==> config.mk <==
export PLATFORM = sky130hd
export DESIGN_NAME = packed_yuv422_to_rgb_unit
export DESIGN_NICKNAME = d
export VERILOG_FILES = /design/src/hw/rtl/py2r_pkg.sv /design/src/hw/rtl/py2r_front.sv /design/src/hw/rtl/py2r_queue.sv /design/src/hw/rtl/py2r_back.sv /design/src/hw/rtl/packed_yuv422_to_rgb_unit.sv
export VERILOG_INCLUDE_DIRS = /design/src /design/src/hw/rtl
export SDC_FILE = /design/constraint.sdc
export NUM_CORES = 1
export LEC_CHECK = 0
export CELL_PAD_IN_SITES_DETAIL_PLACEMENT = 1
export CELL_PAD_IN_SITES_GLOBAL_PLACEMENT = 2
export CORE_MARGIN = 5
export CORE_UTILIZATION = 35
export DETAILED_ROUTE_END_ITERATION = 6
export DONT_BUFFER_PORTS = 1
export PLACE_DENSITY_LB_ADDON = 0.08
export SLEW_MARGIN = 20
export SYNTH_ARGS = -nofsm -noshare
export SYNTH_HDL_FRONTEND = slang
export SYNTH_SLANG_ARGS = --single-unit
==> constraint.sdc <==
create_clock -name clk -period 8.3 [get_ports clk]
set_input_delay 0.415 -clock clk [delete_from_list [all_inputs] [get_ports clk]]
set_output_delay 0.415 -clock clk [all_outputs]
set_load 0.02 [all_outputs]
==> src/hw/rtl/packed_yuv422_to_rgb_unit_defines.svh <==
// assertion macros shared by the checking code of the converter
`ifndef PACKED_YUV422_TO_RGB_UNIT_DEFINES_SVH
`define PACKED_YUV422_TO_RGB_UNIT_DEFINES_SVH

// condition must hold in the same cycle as its trigger
`define PY2R_ASSERT_NOW(lbl, ante, cons, msg) \
	lbl: assert property (@(posedge clk) disable iff (!arst_n) (ante) |-> (cons)) else $error(msg);

// condition must hold in the cycle after its trigger
`define PY2R_ASSERT_NEXT(lbl, ante, cons, msg) \
	lbl: assert property (@(posedge clk) disable iff (!arst_n) (ante) |=> (cons)) else $error(msg);

`endif

==> src/hw/rtl/py2r_pkg.sv <==
package py2r_pkg;

	// sizes
	localparam int QUEUE_DEPTH = 4;
	localparam int CHAN_W      = 8;
	localparam int TERM_W      = 19;
	localparam int FRAC_BITS   = 10;
	localparam int SUM_W       = 21;

	// packed byte orders
	typedef enum logic [1:0] {
		ORDER_YUYV = 2'd0,
		ORDER_UYVY = 2'd1,
		ORDER_YVYU = 2'd2,
		ORDER_VYUY = 2'd3
	} byte_order_t;

	// chroma coefficients in q.10
	localparam logic signed [TERM_W-1:0] COEF_RV = 19'sd1441;
	localparam logic signed [TERM_W-1:0] COEF_GU = 19'sd354;
	localparam logic signed [TERM_W-1:0] COEF_GV = 19'sd734;
	localparam logic signed [TERM_W-1:0] COEF_BU = 19'sd1822;

	// one classified group: both luma samples and the chroma terms of each channel
	typedef struct packed {
		logic [CHAN_W-1:0]        y1;
		logic [CHAN_W-1:0]        y2;
		logic signed [TERM_W-1:0] term_r;
		logic signed [TERM_W-1:0] term_g;
		logic signed [TERM_W-1:0] term_b;
		logic                     last;
	} group_t;

	// queue status seen by both sides
	typedef struct packed {
		logic full;
		logic empty;
	} qstat_t;

	// one output pixel
	typedef struct packed {
		logic [CHAN_W-1:0] red;
		logic [CHAN_W-1:0] green;
		logic [CHAN_W-1:0] blue;
		logic              pair_last;
		logic              end_of_frame;
	} pixel_t;

endpackage

==> src/hw/rtl/py2r_front.sv <==
module py2r_front (
	input  logic                  clk,
	input  logic                  arst_n,
	input  py2r_pkg::byte_order_t byte_order,
	input  logic                  push,
	output logic                  full,
	input  logic [7:0]            byte0,
	input  logic [7:0]            byte1,
	input  logic [7:0]            byte2,
	input  logic [7:0]            byte3,
	input  logic                  last_group,
	input  py2r_pkg::qstat_t      q_stat,
	output logic                  q_push,
	output py2r_pkg::group_t      q_data
);

	logic [7:0]                         y1, y2, u, v;
	logic signed [7:0]                  du, dv;
	logic signed [py2r_pkg::TERM_W-1:0] du_w, dv_w;
	logic                               accept;
	logic                               valid_s1;
	py2r_pkg::group_t                   group_s1;
	py2r_pkg::group_t                   group_d;

	// unpack the group by byte order
	always_comb begin
		unique case (byte_order)
			py2r_pkg::ORDER_YUYV: begin
				y1 = byte0; u = byte1; y2 = byte2; v = byte3;
			end
			py2r_pkg::ORDER_UYVY: begin
				u = byte0; y1 = byte1; v = byte2; y2 = byte3;
			end
			py2r_pkg::ORDER_YVYU: begin
				y1 = byte0; v = byte1; y2 = byte2; u = byte3;
			end
			py2r_pkg::ORDER_VYUY: begin
				v = byte0; y1 = byte1; u = byte2; y2 = byte3;
			end
			default: begin
				y1 = byte0; u = byte1; y2 = byte2; v = byte3;
			end
		endcase
	end

	// chroma minus mid level is the sample with its top bit flipped
	assign du   = {~u[7], u[6:0]};
	assign dv   = {~v[7], v[6:0]};
	assign du_w = py2r_pkg::TERM_W'(du);
	assign dv_w = py2r_pkg::TERM_W'(dv);

	// chroma terms, green already negated
	always_comb begin
		group_d.y1     = y1;
		group_d.y2     = y2;
		group_d.term_r = dv_w * py2r_pkg::COEF_RV;
		group_d.term_g = -(du_w * py2r_pkg::COEF_GU) - (dv_w * py2r_pkg::COEF_GV);
		group_d.term_b = du_w * py2r_pkg::COEF_BU;
		group_d.last   = last_group;
	end

	// stage handshake: hold while the queue is full
	assign full   = valid_s1 & q_stat.full;
	assign accept = push & ~full;
	assign q_push = valid_s1 & ~q_stat.full;
	assign q_data = group_s1;

	always_ff @(posedge clk or negedge arst_n) begin
		if (!arst_n) begin
			valid_s1 <= 1'b0;
		end else if (accept) begin
			valid_s1 <= 1'b1;
		end else if (q_push) begin
			valid_s1 <= 1'b0;
		end
	end

	// stage payload
	always_ff @(posedge clk) begin
		if (accept) begin
			group_s1 <= group_d;
		end
	end

endmodule

==> src/hw/rtl/py2r_queue.sv <==
module py2r_queue #(
	parameter int DEPTH = py2r_pkg::QUEUE_DEPTH
) (
	input  logic             clk,
	input  logic             arst_n,
	input  logic             push,
	input  py2r_pkg::group_t data_in,
	input  logic             pop,
	output py2r_pkg::group_t data_out,
	output py2r_pkg::qstat_t stat
);

	localparam int PTR_W = (DEPTH > 1) ? $clog2(DEPTH) : 1;
	localparam int CNT_W = $clog2(DEPTH + 1);

	py2r_pkg::group_t   mem_q [DEPTH];
	logic [PTR_W-1:0]   wr_ptr_q, rd_ptr_q;
	logic [CNT_W-1:0]   count_q;
	logic               do_push, do_pop;

	assign stat.full  = (count_q == CNT_W'(DEPTH));
	assign stat.empty = (count_q == '0);
	assign do_push    = push & ~stat.full;
	assign do_pop     = pop & ~stat.empty;
	assign data_out   = mem_q[rd_ptr_q];

	// pointers and fill count
	always_ff @(posedge clk or negedge arst_n) begin
		if (!arst_n) begin
			wr_ptr_q <= '0;
			rd_ptr_q <= '0;
			count_q  <= '0;
		end else begin
			if (do_push) begin
				wr_ptr_q <= (wr_ptr_q == PTR_W'(DEPTH - 1)) ? '0 : wr_ptr_q + 1'b1;
			end
			if (do_pop) begin
				rd_ptr_q <= (rd_ptr_q == PTR_W'(DEPTH - 1)) ? '0 : rd_ptr_q + 1'b1;
			end
			if (do_push && !do_pop) begin
				count_q <= count_q + 1'b1;
			end else if (do_pop && !do_push) begin
				count_q <= count_q - 1'b1;
			end
		end
	end

	// entry storage
	always_ff @(posedge clk) begin
		if (do_push) begin
			mem_q[wr_ptr_q] <= data_in;
		end
	end

endmodule

==> src/hw/rtl/py2r_back.sv <==
module py2r_back (
	input  logic             clk,
	input  logic             arst_n,
	input  py2r_pkg::group_t head,
	input  py2r_pkg::qstat_t q_stat,
	output logic             q_pop,
	output logic             phase,
	input  logic             pop,
	output logic             empty,
	output py2r_pkg::pixel_t pixel
);

	py2r_pkg::pixel_t obuf_q [2];
	logic             obuf_wr_q, obuf_rd_q;
	logic [1:0]       ocount_q;
	logic             phase_q;
	logic             emit, take;
	logic [7:0]       y;
	py2r_pkg::pixel_t pix_d;

	// floor of the q.10 sum, clamped to a byte
	function automatic logic [7:0] to_channel(
		input logic [7:0]                         luma,
		input logic signed [py2r_pkg::TERM_W-1:0] term
	);
		logic signed [py2r_pkg::SUM_W-1:0] sum;
		logic signed [10:0]                whole;
		sum   = $signed({3'b000, luma, 10'b0}) + py2r_pkg::SUM_W'(term);
		whole = sum[py2r_pkg::SUM_W-1:py2r_pkg::FRAC_BITS];
		if (whole[10]) begin
			return 8'd0;
		end else if (|whole[9:8]) begin
			return 8'd255;
		end else begin
			return whole[7:0];
		end
	endfunction

	// one pixel per cycle while the queue holds a group and the output buffer has room
	assign emit  = ~q_stat.empty & (ocount_q != 2'd2);
	assign q_pop = emit & phase_q;
	assign phase = phase_q;
	assign y     = phase_q ? head.y2 : head.y1;

	always_comb begin
		pix_d.red          = to_channel(y, head.term_r);
		pix_d.green        = to_channel(y, head.term_g);
		pix_d.blue         = to_channel(y, head.term_b);
		pix_d.pair_last    = phase_q;
		pix_d.end_of_frame = phase_q & head.last;
	end

	// output buffer towards the consumer
	assign empty = (ocount_q == 2'd0);
	assign take  = pop & ~empty;
	assign pixel = obuf_q[obuf_rd_q];

	always_ff @(posedge clk or negedge arst_n) begin
		if (!arst_n) begin
			phase_q   <= 1'b0;
			obuf_wr_q <= 1'b0;
			obuf_rd_q <= 1'b0;
			ocount_q  <= 2'd0;
		end else begin
			if (emit) begin
				phase_q   <= ~phase_q;
				obuf_wr_q <= ~obuf_wr_q;
			end
			if (take) begin
				obuf_rd_q <= ~obuf_rd_q;
			end
			if (emit && !take) begin
				ocount_q <= ocount_q + 2'd1;
			end else if (take && !emit) begin
				ocount_q <= ocount_q - 2'd1;
			end
		end
	end

	// buffer payload
	always_ff @(posedge clk) begin
		if (emit) begin
			obuf_q[obuf_wr_q] <= pix_d;
		end
	end

endmodule

==> src/hw/rtl/packed_yuv422_to_rgb_unit.sv <==
// path: front stage register, group queue, output buffer; the first pixel of a group is
// written to the output buffer before the second
// throughput: one pixel per cycle while a group is queued and the output buffer has room
// reset (arst_n low, asynchronous): queues empty, byte order YUYV, results empty
module packed_yuv422_to_rgb_unit #(
	parameter int QUEUE_DEPTH = py2r_pkg::QUEUE_DEPTH
) (
	input  logic       clk,
	input  logic       arst_n,
	input  logic       cfg_valid,
	output logic       cfg_ready,
	input  logic [1:0] cfg_data,
	input  logic       push,
	output logic       full,
	input  logic [7:0] byte0,
	input  logic [7:0] byte1,
	input  logic [7:0] byte2,
	input  logic [7:0] byte3,
	input  logic       last_group,
	input  logic       pop,
	output logic       empty,
	output logic [7:0] red,
	output logic [7:0] green,
	output logic [7:0] blue,
	output logic       pair_last,
	output logic       end_of_frame
);

`include "packed_yuv422_to_rgb_unit_defines.svh"

	py2r_pkg::byte_order_t byte_order_q;
	py2r_pkg::qstat_t      q_stat;
	py2r_pkg::group_t      q_in, q_head;
	py2r_pkg::pixel_t      pixel;
	logic                  q_push, q_pop, phase;

	// byte order register
	assign cfg_ready = 1'b1;

	always_ff @(posedge clk or negedge arst_n) begin
		if (!arst_n) begin
			byte_order_q <= py2r_pkg::ORDER_YUYV;
		end else if (cfg_valid) begin
			byte_order_q <= py2r_pkg::byte_order_t'(cfg_data);
		end
	end

	// front: unpack and chroma terms
	py2r_front u_front (
		.clk        (clk),
		.arst_n     (arst_n),
		.byte_order (byte_order_q),
		.push       (push),
		.full       (full),
		.byte0      (byte0),
		.byte1      (byte1),
		.byte2      (byte2),
		.byte3      (byte3),
		.last_group (last_group),
		.q_stat     (q_stat),
		.q_push     (q_push),
		.q_data     (q_in)
	);

	// group queue between the two halves
	py2r_queue #(
		.DEPTH (QUEUE_DEPTH)
	) u_queue (
		.clk      (clk),
		.arst_n   (arst_n),
		.push     (q_push),
		.data_in  (q_in),
		.pop      (q_pop),
		.data_out (q_head),
		.stat     (q_stat)
	);

	// back: two pixels per group
	py2r_back u_back (
		.clk    (clk),
		.arst_n (arst_n),
		.head   (q_head),
		.q_stat (q_stat),
		.q_pop  (q_pop),
		.phase  (phase),
		.pop    (pop),
		.empty  (empty),
		.pixel  (pixel)
	);

	assign red          = pixel.red;
	assign green        = pixel.green;
	assign blue         = pixel.blue;
	assign pair_last    = pixel.pair_last;
	assign end_of_frame = pixel.end_of_frame;

	// checks
	`PY2R_ASSERT_NOW(a_phase_has_head, phase, !q_stat.empty, "second pixel without a queued group")
	`PY2R_ASSERT_NEXT(a_accept_moves, push && !full, full || q_push, "taken item neither held nor queued")
	`PY2R_ASSERT_NEXT(a_queue_fills, q_push && q_stat.empty, !q_stat.empty, "queued item lost")

endmodule

# Yosys cells after proc, flatten, opt, wreduce, memory -nomap -nowiden
# Memory sizes are Yosys's and may differ from the RTL's.
# Cells that the tools add are included.
[word_totals]
regBits = 88
ramBits = 344
out_inout_bits = 29
mem_count = 2
[memory_table]
columns = ["memory", "depth", "width", "read_ports", "rd_ports_with_merged_regs", "write_ports", "line", "source"]
rows = [
  ["u_queue.mem_q", 4, 73, 1, 0, 1, "py2r_queue.sv:16", "py2r_pkg::group_t mem_q [DEPTH];"],
  ["u_back.obuf_q", 2, 26, 1, 0, 1, "py2r_back.sv:13", "py2r_pkg::pixel_t obuf_q [2];"],
]
[classes]
add_sub_neg = 11
n_mul = 4
n_eq_ne = 7
n_mux = 23
bitwise = 18
n_reduce_logical = 19
[ops]
columns = ["cell", "n"]
rows = [
  ["case mux 8 bit (4 select lines)", 2],
  ["adder 19 x 19 -> 20 bit", 3],
  ["2-to-1 mux 8 bit", 7],
  ["case mux 8 bit (2 select lines)", 2],
  ["multiplier 8 x 12 -> 19 bit (second input constant)", 1],
  ["negation 19 bit", 1],
  ["subtractor 19 bit", 1],
  ["multiplier 8 x 10 -> 18 bit (second input constant)", 1],
  ["multiplier 8 x 11 -> 18 bit (second input constant)", 1],
  ["multiplier 8 x 9 -> 17 bit (second input constant)", 1],
  ["OR reduction 2 bit", 5],
  ["bitwise AND 1 bit", 9],
  ["NOT 1 bit", 9],
  ["== test 2 bit (second input constant)", 4],
  ["2-to-1 mux 2 bit", 4],
  ["adder 2 x 1 -> 2 bit (second input constant)", 3],
  ["2-to-1 mux 1 bit", 6],
  ["2-to-1 mux 3 bit", 2],
  ["nonzero test 2 bit", 3],
  ["logical AND 1 bit", 4],
  ["logical NOT 1 bit", 4],
  ["logical NOT 2 bit", 2],
  ["adder 3 x 1 -> 3 bit (second input constant)", 1],
  ["== test 3 bit (second input constant)", 1],
  ["5 further kinds", 5],
]

# Longest topological paths before layout
# Gate-level depths: netlist of the first run.
[logic_depth]
depth_word = 8
ltp_mapped = 31
mapped_depth_nobuf = 29

# Modules after synthesis
# From an unflattened synthesis of the first run, not the netlist that was laid out.
[unflattened]
cells_unflattened = 1543
hier_area_um2 = 23362.4
[modules_own_cells]
columns = ["mod", "n_inst", "cells_per_inst", "area_each_um2"]
rows = [
  ["py2r_queue", 1, 424, 11165.7],
  ["py2r_front", 1, 827, 8609.5],
  ["py2r_back", 1, 286, 3503.4],
  ["packed_yuv422_to_rgb_unit", 1, 6, 83.8],
]

# Least setup slack after synthesis of the first run
# No wires, ideal clock.
[synth_path]
path_kind = "reg-to-reg"
from = "register byte_order_q[0]"
to = "register u_front.group_s1, in the netlist u_front.q_data[38] (data pin)"
arrival_ps = 6507
required_ps = 8032
setup_slack_ps = 1526
path_stages_with_launch = 29
synth_period_minus_slack_ps = 6774
path_cell_list = "dfrtp_1 > buf_6 > buf_2 > buf_1 > mux2i_1 > a21oi_1 > ha_1 > inv_1 > fa_1 > inv_1 > fa_1 > inv_1 > fa_1 > inv_1 > ha_1 > o21ai_0 > o21a_1 > o21ai_0 > a21oi_1 > xnor2_1 > ha_1 > ha_1 > inv_1 > o21bai_1 > a21o_1 > a21o_1 > o21a_1 > a211oi_2 > xnor3_1"
[synth_lines]
columns = ["element", "line", "source"]
rows = [
  ["start: declaration", "packed_yuv422_to_rgb_unit.sv:31", "py2r_pkg::byte_order_t byte_order_q;"],
  ["start signal: assignment", "packed_yuv422_to_rgb_unit.sv:42", "byte_order_q <= py2r_pkg::ORDER_YUYV;"],
  ["start signal: assignment", "packed_yuv422_to_rgb_unit.sv:44", "byte_order_q <= py2r_pkg::byte_order_t'(cfg_data);"],
  ["end signal: assignment", "py2r_front.sv:81", "group_s1 <= group_d;"],
  ["end: declaration", "py2r_front.sv:22", "py2r_pkg::group_t group_s1;"],
]

==> results of run 1 <==
metrics by stage:
step                hold slack [ns]  util, %  setup slack (ns)  instances  area [um^2]
floorplan                     0.119        -              1.53       1256        17300
global placement              0.120     37.2              1.09       1911        18200
detailed placement            0.120     37.2              1.02       1911        18200
CTS                         0.00367     39.0             0.965       1965        19100
global route                 0.0145     39.0             0.457       1965        19100
finish                       0.0440     39.0             0.976       1965        19100
layout make-up:
class | instances | area share (%)
clock buffers | 32 | 3.64
well taps | 664 | 4.36
inverters | 153 | 3.01
flip-flops and latches | 287 | 44.8
clock inverters | 16 | 0.558
repair buffers | 22 | 0.997
multi-input cells | 791 | 42.6
what timing repair did:
item                       4_1_cts  5_1_grt
setup endpoints to repair        0        0
hold endpoints to repair        19        0
hold buffers                     6        0
path summary, 6_finish.rpt:
path,startpoint,slack [ns],cells past startpoint,to
setup / recovery,byte_order_q[0]$_DFFE_PN0P_,0.98,26,u_front.q_data[38]$_DFFE_PP_
hold / removal,cfg_valid,0.04,1,byte_order_q[0]$_DFFE_PN0P_
setup reg to reg,byte_order_q[0]$_DFFE_PN0P_,0.98,26,u_front.q_data[38]$_DFFE_PP_
hold reg to reg,u_back.obuf_wr_q$_DFFE_PN0P_,0.50,1,u_back.obuf_wr_q$_DFFE_PN0P_
max in group asynchronous,arst_n,7.73,2,u_back.obuf_rd_q$_DFFE_PN0P_
min in group asynchronous,arst_n,0.41,2,byte_order_q[1]$_DFFE_PN0P_
worst register-to-register path, stage by stage, from the launching register on:
cell and delay, ns:
dfrtp_2 0.65, buf_4 0.37, mux4_2 0.64, inv_2 0.24, ha_1 0.18, inv_1 0.04
fa_1 0.47, inv_1 0.05, fa_1 0.47, inv_1 0.05, fa_1 0.53, inv_1 0.04
ha_1 0.31, o21ai_0 0.09, o21a_1 0.19, o21ai_0 0.29, a21oi_1 0.18, xnor2_1 0.16
ha_1 0.30, ha_1 0.34, inv_1 0.16, o21bai_1 0.10, a21o_1 0.20, a21o_1 0.19
o21a_1 0.24, a211oi_2 0.24, xnor3_1 0.34
sequential cells by signal, indices dropped and copies added (netlist names):
register          flops
byte_order_q          2
u_back.obuf_q        52
u_back.obuf_rd_q      1
u_back.obuf_wr_q      1
u_back.ocount_q       2
u_back.phase          1
u_front.q_data       44
u_front.valid_s1      1
u_queue.count_q       3
u_queue.mem_q       176
u_queue.rd_ptr_q      2
u_queue.wr_ptr_q      2
metal layers:
metal | vias to the layer above | GRT usage [%]
met5 | - | 0
met1 | 4877 | 19.6
met4 | 2 | 2.90
met3 | 29 | 1.51
li1 | 4638 | -
met2 | 84 | 26.0
cell usage after synthesis, drive strengths merged, types with 8 or more instances:
master	count
nand2b	14
xor2	30
o21a	14
fa	60
mux4	48
a21oi	80
nor2b	11
dfrtp	15
a21o	15
buf	16
mux2	61
nand2	31
nor3	14
nor2	42
mux2i	9
xnor2	42
ha	198
o21ai	39
inv	153
clkbuf	9
edfxtp	272
or2	8
and2	12
logic make-up (layout without fill, tap and decap cells):
kind of cell / after synthesis / in the layout / share of synthesized area [%]
flip-flops: 287 / 287 / 49.3
adder cells (fa/ha/maj): 258 / 258 / 21.2
AO/OA/AOI/OAI: 185 / 185 / 6.51
buffers and inverters: 178 / 223 / 3.97
AND/OR/NAND/NOR: 156 / 156 / 4.53
multiplexers: 118 / 118 / 10.7
XOR/XNOR: 73 / 73 / 3.77
other: 1 / 1 / 0.0216
placed cells by master (no fill, tap or decap), types with 5 or more instances in the layout:
cell type      count
or3_1              7
nor2_1            42
a21o_1            15
xor2_1            30
nor2b_1            9
clkbuf_1           5
ha_1             198
dfrtp_1           11
and2_1             8
clkinv_2           6
mux2i_1            9
a21oi_1           78
dlygate4sd3_1      5
fa_1              60
mux2_2            61
nand2b_1          14
clkbuf_16         27
o21ai_0           37
mux4_2            47
xnor2_1           42
a21boi_0           5
edfxtp_1         272
nand2_1           31
and3_1             6
inv_1            152
o21bai_1           5
clkinv_1           6
buf_4             16
nor3_1            13
or2_2              8
o21a_1            14
==> metrics, run 1 <==
status=finished, final reports clean; max-cap viol count=0; I/O pin cnt=69; overall routing resource usage=around 15%; share of the synthesized area in the top cell type=47.1%; syn_area_per_cell=13.8 um^2; Crit Path Category=reg -> reg; global placement routability congestion=0.792; slowest CP cell=dfrtp_2; Worst EP required=between 8 and 9 ns; TritonCTS clock tree=yes; Worst Tran Pin Value=roughly 0.8 ns; vias in the first global route=10600; worst-path fanout max=19; Syn Nets=1554; Routed Antenna Nets=0; post-synth cell types=61; largest net degree at the start of global routing=45; initial antenna violation count=1; Vias/cell=4.90; Post-synth top flop=edfxtp_1; WL/cell=19.7 um; number of post-CTS setup repair buffers=0; post-synthesis sequential area ratio=49.3%; worst-skew pair later-pin latency=~0.54 ns; clock-pin slew on the worst setup and hold paths=about 0.07 ns; delay-heaviest family, CP=adder cells; H-tree depth=1; final period utilization=88.2%; total die area=roughly 54000 um^2; worst path arrival time=7.62 ns; Post-synth EDFFs=272; HPWL after detailed placement=29200 um; met1 wire length=18000 um; share of layout cells above drive strength 1=approximately 14%; CTS Buf Count=27; IO buf count=0; Synth area leaders=edfxtp_1 (47%), ha_1 (14%), fa_1 (6.9%); CTS max path bufs=3; uppermost layer routed=met5; Final Critical Period=approximately 7.3 ns; Core Area=49000 um^2; fmax=137 MHz; DRT iter0 DRCs=388; worst rel slew slack=45.6%; die extent in x=between 200 and 250 um; Resized cells post-CTS=0; DRC=0; unrepaired setup endpoints after global routing=false; final hold vios=0; Die Ht=233 um; Initial Util=between 30% and 40%; Slew Viols, Final=0; Synth area leader=edfxtp_1; area of the multi-input gates=roughly 8100 um^2; worst hold path type=in -> reg; Ys Warns=0; Buf/Inv on CP=7; Reg area=8550 um^2; final setup fails=0; Yosys reg bits=287; Final nets=around 1600; Layout area overhead=9.96%; global-route wire length before repair=61700 um; wire length on met3=903 um; Filler cells=a little over 5000; routed wire length=38600 um; antenna cell count=0; Setup crit end kind=flip-flop; Crit path top cell by count=inv_1; startpoint type of the worst setup path=flip-flop; Setup TNS Final=0 ns; Clock Sinks=287; CTS root buffer=clkbuf_16; WL met2=19200 um; FP Rows=81; vias=9630; async set or reset register ratio after synthesis=5.23%; Mapped Cells=about 1300; cell area after synthesis=17300 um^2; total gr overflow=0; drt pass-1 iters=4; clk_skew=about 0.011 ns; max incr delay on CP=0.65 ns
Power of run 1 is not shown: default switching activity piles up to over one toggle a cycle in this logic, so the estimate is an artifact.
==> run 2: changes to the inputs <==
--- a/config.mk
+++ b/config.mk
@@ -6,10 +6,11 @@
 export SDC_FILE = /design/constraint.sdc
 export NUM_CORES = 1
 export LEC_CHECK = 0
+export ABC_AREA = 1
 export CELL_PAD_IN_SITES_DETAIL_PLACEMENT = 1
 export CELL_PAD_IN_SITES_GLOBAL_PLACEMENT = 2
 export CORE_MARGIN = 5
-export CORE_UTILIZATION = 35
+export CORE_UTILIZATION = 40
 export DETAILED_ROUTE_END_ITERATION = 6
 export DONT_BUFFER_PORTS = 1
 export PLACE_DENSITY_LB_ADDON = 0.08
==> run 2 against run 1 <==
Against the previous run:
- clock skew increased by 0.0026 ns
- final area increased by 5.3%
- die area decreased by 6.9%
- clock-buffer cell count increased by 4
- final cell count increased by 27%
==> metrics, run 2 <==
syn_area_per_cell=9.90 um^2 (-28%); Slew Viols, Final=0 (unchanged); Final nets=2165 (+37%); vias in the first global route=13700 (+29%); unrepaired setup endpoints after global routing=false; total die area=50400 um^2 (-6.9%); global placement routability congestion=0.873 (+10%); worst-path fanout max=28 (+9); initial antenna violation count=0 (-1); CTS root buffer=clkbuf_16; cell area after synthesis=18400 um^2 (+6.1%); worst reg2reg startpoint=byte_order_q[0]$_DFFE_PN0P_; Largest register FFs=176 (unchanged); I/O pin cnt=69 (unchanged); fmax=137 MHz (about the same); post-synth cell types=57 (-6.6%); RR Endpoint=u_front.q_data[38]$_DFFE_PP_; max-cap viol count=0 (unchanged); worst path arrival time=7.62 ns (about the same); most frequent cells in the layout=nand2_1 (344), edfxtp_1 (272), inv_1 (263), ha_1 (198), o21ai_0 (153); Worst EP required=8.60 ns (about the same); Worst Tran Pin Value=1.04 ns (+0.250 ns); TritonCTS clock tree=yes; Synth area leader=edfxtp_1; CP Capture Point=u_front.q_data[38]$_DFFE_PP_; Vias/cell=5.09 (+3.8%); async set or reset register ratio after synthesis=5.23% (unchanged); share of layout cells above drive strength 1=5.72% (-8.7 points); final setup fails=0 (unchanged); area of the multi-input gates=8620 um^2 (+6.1%); Yosys reg bits=287 (unchanged); post-synthesis sequential area ratio=46.4% (-2.8 points); R2R Setup Slk=0.98 ns (about the same); Layout area overhead=9.13%; Final Critical Period=7.32 ns (-0.00693 ns); startpoint type of the worst setup path=flip-flop; Reg area=8540 um^2 (about the same); antenna cell count=0 (unchanged); Ys Warns=0 (unchanged); HPWL after detailed placement=35200 um (+20%); crit path from=byte_order_q[0]$_DFFE_PN0P_; routed wire length=46300 um (+20%); Post-synth top flop=edfxtp_1; share of the synthesized area in the top cell type=44.4% (-2.7 points); WL/cell=18.6 um (-5.5%); overall routing resource usage=18.6% (+3.9 points); Synth area leaders=edfxtp_1 (44%), ha_1 (13%), nand2_1 (7.0%); Core Area=45500 um^2 (-7.1%); Mapped Cells=1859 (+48%); worst rel slew slack=30.5% (-15 points); clk_skew=0.0141 ns (+0.00262 ns); commonest non-fill, non-tap cell in the layout=nand2_1; most frequent cell after synthesis=nand2_1; Syn Nets=2157 (+39%); Setup TNS Final=0 ns (unchanged); Resized cells post-CTS=0 (unchanged); IO buf count=0 (unchanged); status=finished, final reports clean; CTS max path bufs=3 (unchanged); synth cell count leaders=nand2_1 (344), edfxtp_1 (272), inv_1 (264); H-tree depth=1 (unchanged); Filler cells=5072 (-0.33%); drt pass-1 iters=5 (+1); CTS Buf Count=28 (+3.7%); final period utilization=88.2% (about the same); worst-skew pair later-pin latency=0.55 ns (about the same); largest net degree at the start of global routing=73 (+62%); DRT iter0 DRCs=445 (+15%); FP Rows=78 (-3.7%); total gr overflow=0 (unchanged); global-route wire length before repair=75100 um (+22%); clock-pin slew on the worst setup and hold paths=0.06 ns (about the same); Routed Antenna Nets=0 (unchanged); Setup crit end kind=flip-flop; die extent in x=224 um (-3.5%); Clock Sinks=287 (unchanged); Worst R2R Path Depth=27 (+3.8%); DRC=0 (unchanged); worst hold path type=in -> reg; Die Ht=224 um (-3.5%); Post-synth EDFFs=272 (unchanged); final hold vios=0 (unchanged); Initial Util=40.5% (+5.0 points); Crit Path Category=reg -> reg; Biggest register=u_queue.mem_q; vias=12700 (+31%)
[run 2: cell types whose count changed after synthesis, moves of 47 or more]
cell     before  now
inv_1       152  264
mux2_2       61    0
mux4_2       47    0
nand2_1      31  344
nor2_1       42  148
o21ai_0      37  153
[run 2: worst min-delay path by stage]
stage / startpoint / end / slack [ns] / depth (start not counted)
floorplan: arst_n / byte_order_q[0]$_DFFE_PN0P_ / 0.12 / 0
global placement: arst_n / byte_order_q[1]$_DFFE_PN0P_ / 0.12 / 0
detailed placement: arst_n / byte_order_q[1]$_DFFE_PN0P_ / 0.12 / 0
CTS: byte3[4] / u_front.q_data[62]$_DFFE_PP_ / 0.02 / 2
global route: byte3[4] / u_front.q_data[62]$_DFFE_PP_ / 0.03 / 2
finish: byte3[4] / u_front.q_data[62]$_DFFE_PP_ / 0.06 / 2
[run 2: logic make-up after synthesis]
kind of cell	count (synthesis)	synth area share (%)
flops	287	46.4
fa+ha+maj	258	20.0
simple gates	591	13.2
buf+inv	322	6.89
xor+xnor	64	3.09
other cells	1	0.0204
compound gates	336	10.4
[run 2: what timing repair did]
| item | CTS | global route |
|---|---|---|
| hold buffers | 5 | 0 |
| buffers inserted | 0 | 0 |
| endpoints found under the hold margin | 18 | 0 |
[run 2: worst max-delay path: stages, from the launching register on]
cell and delay [ns]:
dfrtp_1 0.70, nor2_2 0.52, inv_1 0.30, o21ai_0 0.48
buf_4 0.24, inv_1 0.15, fa_1 0.60, fa_1 0.46
fa_1 0.52, ha_1 0.31, ha_1 0.33, inv_1 0.14
o21ai_0 0.14, a21oi_1 0.20, nand2_1 0.07, nand2_1 0.08
nand2_1 0.06, a21oi_1 0.15, xor2_1 0.21, ha_1 0.26
ha_1 0.37, nand3_1 0.12, nor3_1 0.24, nand4_1 0.14
nand3_1 0.13, inv_1 0.05, nand2_1 0.06, nand2_1 0.04
[run 2: layout make-up]
cell class              count  share of cell area [%]
flip-flops and latches    287                    42.6
inverters                 278                    5.23
well taps                 600                    3.74
multi-input cells        1250                    42.9
clock inverters            16                   0.804
repair buffers             22                   0.885
clock buffers              36                    3.85
[run 2: stage by stage]
stage / utilization [%] / hold WS, ns / setup WS [ns] / cell area, um^2 / cells
after detailed placement: 42.0 / 0.120 / 0.930 / 19100 / 2432
after global placement: 42.0 / 0.120 / 1.11 / 19100 / 2432
final: 44.1 / 0.0562 / 0.983 / 20100 / 2489
after CTS: 44.1 / 0.0239 / 0.914 / 20100 / 2489
after global routing: 44.1 / 0.0348 / 0.478 / 20100 / 2489
after floorplan: - / 0.119 / 2.43 / 18400 / 1859
[run 2: per-layer routing]
layer,track usage (%),vias up,wire length [um]
met5,0,-,0
met4,5.28,0,1320
met3,1.46,62,1080
met2,32.9,149,22700
met1,24.6,6147,21200
li1,-,6299,-
Power of run 2 is left out for the same reason.
